`src/hdl/mtep_pkg.sv`:
```
// Shared definitions for the MIDI track event parser.
// Holds field widths, the result kind codes and the variable-length limit.
// No dependencies.
`timescale 1ns / 1ps

package mtep_pkg;

  localparam int unsigned VLQ_MAX_BYTES = 4;
  localparam int unsigned VLQ_W = 28;
  localparam int unsigned POS_W = 32;

  typedef enum logic [1:0] {
    RK_CHANNEL   = 2'd0,
    RK_META_HDR  = 2'd1,
    RK_META_DATA = 2'd2,
    RK_END_TRACK = 2'd3
  } result_kind_e;

  typedef enum logic {
    IK_DATA  = 1'b0,
    IK_START = 1'b1
  } input_kind_e;

  localparam logic [3:0] EV_PROG_CHANGE = 4'hC;
  localparam logic [3:0] EV_CHAN_PRESS  = 4'hD;
  localparam logic [3:0] EV_META        = 4'hF;

endpackage

```
`src/hdl/midi_track_event_parser_top.sv`:
```
// A result is registered into the output register when its byte is accepted.
// Throughput: one byte per cycle while the input is not stalled.
// Input is stalled only while a held result is itself stalled at the output.
// Reset clears the parse state, the position, the track length and the output valid.
// Depends on mtep_pkg.
`timescale 1ns / 1ps

module midi_track_event_parser_top (
  input  logic        clk_i,
  input  logic        rst_ni,
  input  logic        cfg_we_i,
  input  logic [31:0] cfg_wdata_i,
  input  logic        in_valid_i,
  output logic        in_stall_o,
  input  logic        kind_i,
  input  logic [7:0]  data_byte_i,
  output logic        out_valid_o,
  input  logic        out_stall_i,
  output logic [1:0]  result_kind_o,
  output logic [27:0] delta_time_o,
  output logic [3:0]  event_type_o,
  output logic [3:0]  channel_number_o,
  output logic [7:0]  first_param_o,
  output logic [7:0]  second_param_o,
  output logic [7:0]  meta_type_o,
  output logic [27:0] meta_length_o,
  output logic [7:0]  payload_byte_o,
  output logic        last_o,
  output logic        track_done_o
);

  typedef enum logic [2:0] {
    PH_DELTA   = 3'd0,
    PH_STATUS  = 3'd1,
    PH_PARAM1  = 3'd2,
    PH_PARAM2  = 3'd3,
    PH_MTYPE   = 3'd4,
    PH_MLEN    = 3'd5,
    PH_PAYLOAD = 3'd6
  } phase_e;

  localparam logic [1:0] VlqLastIdx = 2'(mtep_pkg::VLQ_MAX_BYTES - 1);
  localparam logic [mtep_pkg::POS_W-1:0] PosMax = '1;

  phase_e                      phase_q, phase_d;
  logic [1:0]                  vlq_count_q, vlq_count_d;
  logic [mtep_pkg::VLQ_W-1:0]  delta_accum_q, delta_accum_d;
  logic [7:0]                  status_held_q, status_held_d;
  logic [7:0]                  param_held_q, param_held_d;
  logic [7:0]                  meta_type_held_q, meta_type_held_d;
  logic [mtep_pkg::VLQ_W-1:0]  length_accum_q, length_accum_d;
  logic [mtep_pkg::VLQ_W-1:0]  bytes_left_q, bytes_left_d;
  logic [mtep_pkg::POS_W-1:0]  position_q, position_d;
  logic [mtep_pkg::POS_W-1:0]  track_length_q;

  logic                        accept;
  logic                        vlq_done;
  logic [mtep_pkg::VLQ_W-1:0]  delta_base;
  logic [mtep_pkg::VLQ_W-1:0]  bytes_dec;

  logic                        res_valid;
  mtep_pkg::result_kind_e      res_kind;
  logic [7:0]                  res_p1, res_p2, res_pay;
  logic                        res_last;
  logic                        res_meta;
  logic                        res_eot;

  logic                        out_valid_q;
  logic [1:0]                  result_kind_q;
  logic [27:0]                 delta_time_q;
  logic [3:0]                  event_type_q, channel_number_q;
  logic [7:0]                  first_param_q, second_param_q, meta_type_q, payload_byte_q;
  logic [27:0]                 meta_length_q;
  logic                        last_q, track_done_q;

  assign in_stall_o = out_valid_q & out_stall_i;
  assign accept     = in_valid_i & ~in_stall_o;
  assign vlq_done   = ~data_byte_i[7] | (vlq_count_q == VlqLastIdx);
  assign delta_base = (vlq_count_q == 2'd0) ? '0 : delta_accum_q;
  assign bytes_dec  = bytes_left_q - mtep_pkg::VLQ_W'(1);

  always_comb begin
    phase_d          = phase_q;
    vlq_count_d      = vlq_count_q;
    delta_accum_d    = delta_accum_q;
    status_held_d    = status_held_q;
    param_held_d     = param_held_q;
    meta_type_held_d = meta_type_held_q;
    length_accum_d   = length_accum_q;
    bytes_left_d     = bytes_left_q;
    position_d       = position_q;
    res_valid        = 1'b0;
    res_kind         = mtep_pkg::RK_CHANNEL;
    res_p1           = '0;
    res_p2           = '0;
    res_pay          = '0;
    res_last         = 1'b0;
    res_eot          = 1'b0;

    if (kind_i == mtep_pkg::IK_START) begin
      phase_d          = PH_DELTA;
      vlq_count_d      = '0;
      delta_accum_d    = '0;
      status_held_d    = '0;
      param_held_d     = '0;
      meta_type_held_d = '0;
      length_accum_d   = '0;
      bytes_left_d     = '0;
      position_d       = '0;
    end else if (phase_q == PH_DELTA && vlq_count_q == 2'd0 &&
                 position_q >= track_length_q) begin
      res_valid = 1'b1;
      res_kind  = mtep_pkg::RK_END_TRACK;
      res_last  = 1'b1;
      res_eot   = 1'b1;
    end else begin
      if (position_q != PosMax) begin
        position_d = position_q + mtep_pkg::POS_W'(1);
      end
      case (phase_q)
        PH_DELTA: begin
          delta_accum_d = {delta_base[mtep_pkg::VLQ_W-8:0], data_byte_i[6:0]};
          if (vlq_done) begin
            vlq_count_d = '0;
            phase_d     = PH_STATUS;
          end else begin
            vlq_count_d = vlq_count_q + 2'd1;
          end
        end
        PH_STATUS: begin
          status_held_d = data_byte_i;
          vlq_count_d   = '0;
          phase_d       = (data_byte_i[7:4] == mtep_pkg::EV_META) ? PH_MTYPE : PH_PARAM1;
        end
        PH_PARAM1: begin
          if (status_held_q[7:4] == mtep_pkg::EV_PROG_CHANGE ||
              status_held_q[7:4] == mtep_pkg::EV_CHAN_PRESS) begin
            phase_d   = PH_DELTA;
            res_valid = 1'b1;
            res_p1    = data_byte_i;
            res_last  = 1'b1;
          end else begin
            param_held_d = data_byte_i;
            phase_d      = PH_PARAM2;
          end
        end
        PH_PARAM2: begin
          phase_d   = PH_DELTA;
          res_valid = 1'b1;
          res_p1    = param_held_q;
          res_p2    = data_byte_i;
          res_last  = 1'b1;
        end
        PH_MTYPE: begin
          meta_type_held_d = data_byte_i;
          length_accum_d   = '0;
          vlq_count_d      = '0;
          phase_d          = PH_MLEN;
        end
        PH_MLEN: begin
          length_accum_d = {length_accum_q[mtep_pkg::VLQ_W-8:0], data_byte_i[6:0]};
          if (vlq_done) begin
            vlq_count_d  = '0;
            bytes_left_d = length_accum_d;
            res_valid    = 1'b1;
            res_kind     = mtep_pkg::RK_META_HDR;
            if (length_accum_d == '0) begin
              phase_d  = PH_DELTA;
              res_last = 1'b1;
            end else begin
              phase_d = PH_PAYLOAD;
            end
          end else begin
            vlq_count_d = vlq_count_q + 2'd1;
          end
        end
        PH_PAYLOAD: begin
          bytes_left_d = bytes_dec;
          res_valid    = 1'b1;
          res_kind     = mtep_pkg::RK_META_DATA;
          res_pay      = data_byte_i;
          if (bytes_dec == '0) begin
            phase_d  = PH_DELTA;
            res_last = 1'b1;
          end
        end
        default: begin
          phase_d     = PH_DELTA;
          vlq_count_d = '0;
        end
      endcase
    end
  end

  assign res_meta = (res_kind == mtep_pkg::RK_META_HDR) ||
                    (res_kind == mtep_pkg::RK_META_DATA);

  always_ff @(posedge clk_i or negedge rst_ni) begin
    if (!rst_ni) begin
      phase_q          <= PH_DELTA;
      vlq_count_q      <= '0;
      delta_accum_q    <= '0;
      status_held_q    <= '0;
      param_held_q     <= '0;
      meta_type_held_q <= '0;
      length_accum_q   <= '0;
      bytes_left_q     <= '0;
      position_q       <= '0;
      track_length_q   <= '0;
      out_valid_q      <= 1'b0;
    end else begin
      if (cfg_we_i) begin
        track_length_q <= cfg_wdata_i;
      end
      if (accept) begin
        phase_q          <= phase_d;
        vlq_count_q      <= vlq_count_d;
        delta_accum_q    <= delta_accum_d;
        status_held_q    <= status_held_d;
        param_held_q     <= param_held_d;
        meta_type_held_q <= meta_type_held_d;
        length_accum_q   <= length_accum_d;
        bytes_left_q     <= bytes_left_d;
        position_q       <= position_d;
      end
      if (accept && res_valid) begin
        out_valid_q <= 1'b1;
      end else if (!out_stall_i) begin
        out_valid_q <= 1'b0;
      end
    end
  end

  always_ff @(posedge clk_i) begin
    if (accept && res_valid) begin
      result_kind_q    <= res_kind;
      delta_time_q     <= res_eot ? '0 : delta_accum_q;
      event_type_q     <= res_eot ? '0 : status_held_q[7:4];
      channel_number_q <= res_eot ? '0 : status_held_q[3:0];
      first_param_q    <= res_p1;
      second_param_q   <= res_p2;
      meta_type_q      <= res_meta ? meta_type_held_q : '0;
      meta_length_q    <= res_meta ? length_accum_d : '0;
      payload_byte_q   <= res_pay;
      last_q           <= res_last;
      track_done_q     <= res_eot | (position_d >= track_length_q);
    end
  end

  assign out_valid_o      = out_valid_q;
  assign result_kind_o    = result_kind_q;
  assign delta_time_o     = delta_time_q;
  assign event_type_o     = event_type_q;
  assign channel_number_o = channel_number_q;
  assign first_param_o    = first_param_q;
  assign second_param_o   = second_param_q;
  assign meta_type_o      = meta_type_q;
  assign meta_length_o    = meta_length_q;
  assign payload_byte_o   = payload_byte_q;
  assign last_o           = last_q;
  assign track_done_o     = track_done_q;

endmodule

```
`config.mk`:
```
export PLATFORM = sky130hd
export DESIGN_NAME = midi_track_event_parser_top
export DESIGN_NICKNAME = d
export VERILOG_FILES = /design/src/hdl/mtep_pkg.sv /design/src/hdl/midi_track_event_parser_top.sv
export SDC_FILE = /design/constraint.sdc
export NUM_CORES = 1
export LEC_CHECK = 0
export ABC_AREA = 1
export BUFFER_PORTS_ARGS = -buffer_cell sky130_fd_sc_hd__buf_4
export CORE_MARGIN = 3
export CORE_UTILIZATION = 33
export CTS_BUF_LIST = sky130_fd_sc_hd__clkbuf_4
export DETAILED_ROUTE_END_ITERATION = 7
export GPL_TIMING_DRIVEN = 1
export PLACE_DENSITY = 0.56
export SYNTH_ARGS = -nofsm -noshare
export SYNTH_HDL_FRONTEND = slang
export SYNTH_SLANG_ARGS = --single-unit
```
`constraint.sdc`:
```
create_clock -name clk_i -period 5.9 [get_ports clk_i]
set_input_delay 0 -clock clk_i [delete_from_list [all_inputs] [get_ports clk_i]]
set_output_delay 0 -clock clk_i [all_outputs]
set_load 0.02 [all_outputs]
```
==> metrics.txt <==
syn_nets 2,042; final core occ 0.425; Fin. Hold Viols 0; most frequent cells in the layout 566 x nand2_1, 248 x inv_1, 178 x dfrtp_1; setup TNS 0 ns; DR WL/cell 15.3 um; CTS H-tree lvls 3; Setup Fix Bufs, Post-CTS 0; vias per cell 4.76; met1 usage 0.234; crit-path max FO 67; initial antenna violation count 1; Sw Share 0.325; I/O pin count roughly 150; TritonCTS Buffers slightly below 80; post-route ant nets 0; Slew @ Worst Pin 1.19 ns; CTS max path bufs 3; top cell type's share of synthesized area 0.288; commonest non-fill, non-tap cell in the layout nand2_1; Comb power frac 0.213; ys async rst share 0.640; Switch Pwr between 1.5 and 2 mW; Synth Instances approximately 1.9k; Multi-input gate area between 0.006 and 0.007 mm^2; Primary FF master, synth dfrtp_1; DRC 0; leakage power roughly 9 nW; clk root buf clkbuf_4; CTS clk-pin slew, worst paths approximately 0.06 ns; largest net degree at the start of global routing 75; CTS tree built; fillers 4,627; final setup fails 0; clock group share of total power 0.349; flops & latches, synth 278; Post-DP HPWL around 30,000 um; fin nets between 2k and 2.5k; Pwr Total around 5.2 mW; register area roughly 0.0075 mm^2; Die H 222 um; Seq pwr share 0.438; die area just under 0.05 mm^2; Core ar. about 0.046 mm^2; max-cap viol count 0; Ys Warns 0; clock sink total ~280; M3 GR Usage 0.0353; RSZ-0062 raised after global routing false; Fmax 247 MHz; clk_lat worst skew about 0.84 ns; Post-synth EDFFs 100; crit path kind flop to flop; I/O Buffers about 150; Synth Area per Inst 8.02 um^2; post_cts resized 0; period utilisation layout 0.685; total number of vias 13.8k; drt pass-1 iters 5; GP Congestion just under 0.9; Most Crowded Layer GR met2; Critical Path AT 4.49 ns; drt total wl ~44,000 um; power per cell area 265 mW/mm^2; GR Layer Usage met2 0.298; post-layout min period 4.04 ns; vias in the first global route around 14k; hold crit path type primary input to flop; Synth area leader dfrtp_1; Iter 0 DRT Violations 916; CP endpoint kind flop; Power Internal about 3.5 mW; Initial Util 0.337; Die X roughly 220 um; Layout Skew about 0.086 ns; Netlist cell types 47; sequential area share after synthesis 0.483; gr ovfl total 0; Final Max Slew Viols 0; Hold Buf Count CTS around 140; first-pass GRT wire length just over 70,000 um; Worst Path Required between 6 and 7 ns; startpoint types flop; synth top area cells dfrtp_1 29%, edfxtp_1 19%, nand2_1 14%; worst rel slew slack 0.208; row cnt 78; share of layout cells above drive strength 1 0.150; Cell Area, Synth around 0.015 mm^2; Tot GR Track Use 0.180; Area growth, synth to finish 26.0%; Max VDD drop around 0.12 mV; status finished clean
==> final timing paths <==
check	from	end	slack (ns)	depth (start not counted)
worst max-delay path	position_q[23]$_DFFE_PN0P_	meta_length_o[8]$_SDFFCE_PN0P_	1.86	12
worst min-delay path	data_byte_i[1]	first_param_o[1]$_SDFFCE_PP0P_	0.15	4
worst max register to register	position_q[23]$_DFFE_PN0P_	meta_length_o[8]$_SDFFCE_PN0P_	1.86	12
worst min register to register	delta_accum_q[26]$_DFFE_PN0P_	delta_accum_q[26]$_DFFE_PN0P_	0.49	2
max in group asynchronous	rst_ni	bytes_left_q[11]$_DFFE_PN0P_	4.61	4
min in group asynchronous	rst_ni	track_length_q[19]$_DFFE_PN0P_	0.26	4
==> area by class of cell <==
class | instances | area share
Antenna cell | 1 | 0.000129
Inverter | 259 | 0.0501
Sequential cell | 278 | 0.383
Clock buffer | 113 | 0.0436
Multi-Input combinational cell | 1313 | 0.341
Clock inverter | 27 | 0.00810
Timing Repair Buffer | 301 | 0.135
Tap cell | 600 | 0.0386
==> cells in the mapped netlist (10+ instances only) <==
cell type and instances:
edfxtp_1 100, nand2_1 566, o211ai_1 17, nor2_2 22, buf_4 10, dfrtp_1 178
inv_1 249, clkbuf_1 37, o21ai_0 155, o21ai_1 10, a21oi_1 49, buf_2 19
o22ai_1 31, nor2_1 169, nand4_1 33, nor3_1 26, nand3_1 68, xor2_1 26
nand2_2 14, ha_1 69
==> critical path, cell delays in order, from the launching register on <==
cell	delay, ns
dfrtp_1	0.47
ha_1	0.34
nand2_1	0.07
nor2_1	0.20
nand4_1	0.15
nor2_1	0.12
nand2_1	0.07
nand2_2	0.08
nand2_2	0.06
inv_2	0.41
o21ai_0	0.45
inv_4	0.79
buf_4	0.42
==> routing by layer <==
metal | vias up | routed length (um)
met1 | 6505 | 20200
met4 | 0 | 959
met3 | 61 | 2180
li1 | 6897 | -
met5 | - | 0
met2 | 294 | 20900
==> through the flow <==
step | instances | cell area [um^2] | hold WS [ns] | setup WS [ns]
6_report | 2892 | 19500 | 0.147 | 1.86
3_3_place_gp | 2609 | 17000 | -0.0353 | 1.98
4_1_cts | 2891 | 19500 | 0.0586 | 1.80
2_1_floorplan | 1927 | 15400 | -0.296 | 1.78
5_1_grt | 2892 | 19500 | 0.0976 | 1.62
3_5_place_dp | 2609 | 17000 | -0.0335 | 1.92
==> logic make-up (layout without fill, tap and decap cells) <==
kind of cell	after synthesis	in the layout	synth area share
mux	1	1	0.000729
buf+inv	336	700	0.0876
other cells	0	1	0
compound gates	289	289	0.104
flops	278	278	0.483
xor+xnor	27	27	0.0153
simple gates	927	927	0.254
fa+ha+maj	69	69	0.0559
==> registers in the layout, indices dropped and copies added, names as in the netlist <==
register,cells
delta_accum_q,28
first_param_o,8
second_param_o,8
payload_byte_o,8
track_length_q,32
length_accum_q,28
event_type_o,4
bytes_left_q,28
last_o,1
meta_type_o,8
out_valid_o,1
position_q,32
meta_length_o,28
track_done_o,1
result_kind_o,2
meta_type_held_q,8
vlq_count_q,2
delta_time_o,28
status_held_q,8
phase_q,3
channel_number_o,4
param_held_q,8
==> power by group through the flow <==
stage               clock, mW  combinational (mW)  sequential [mW]
floorplan                   0               0.697             2.31
global placement            0               0.996             2.29
detailed placement          0                1.01             2.30
CTS                      1.88                1.10             2.26
global route             2.00                1.25             2.28
finish                   1.80                1.10             2.26
Power figures use the tool's default switching activity.
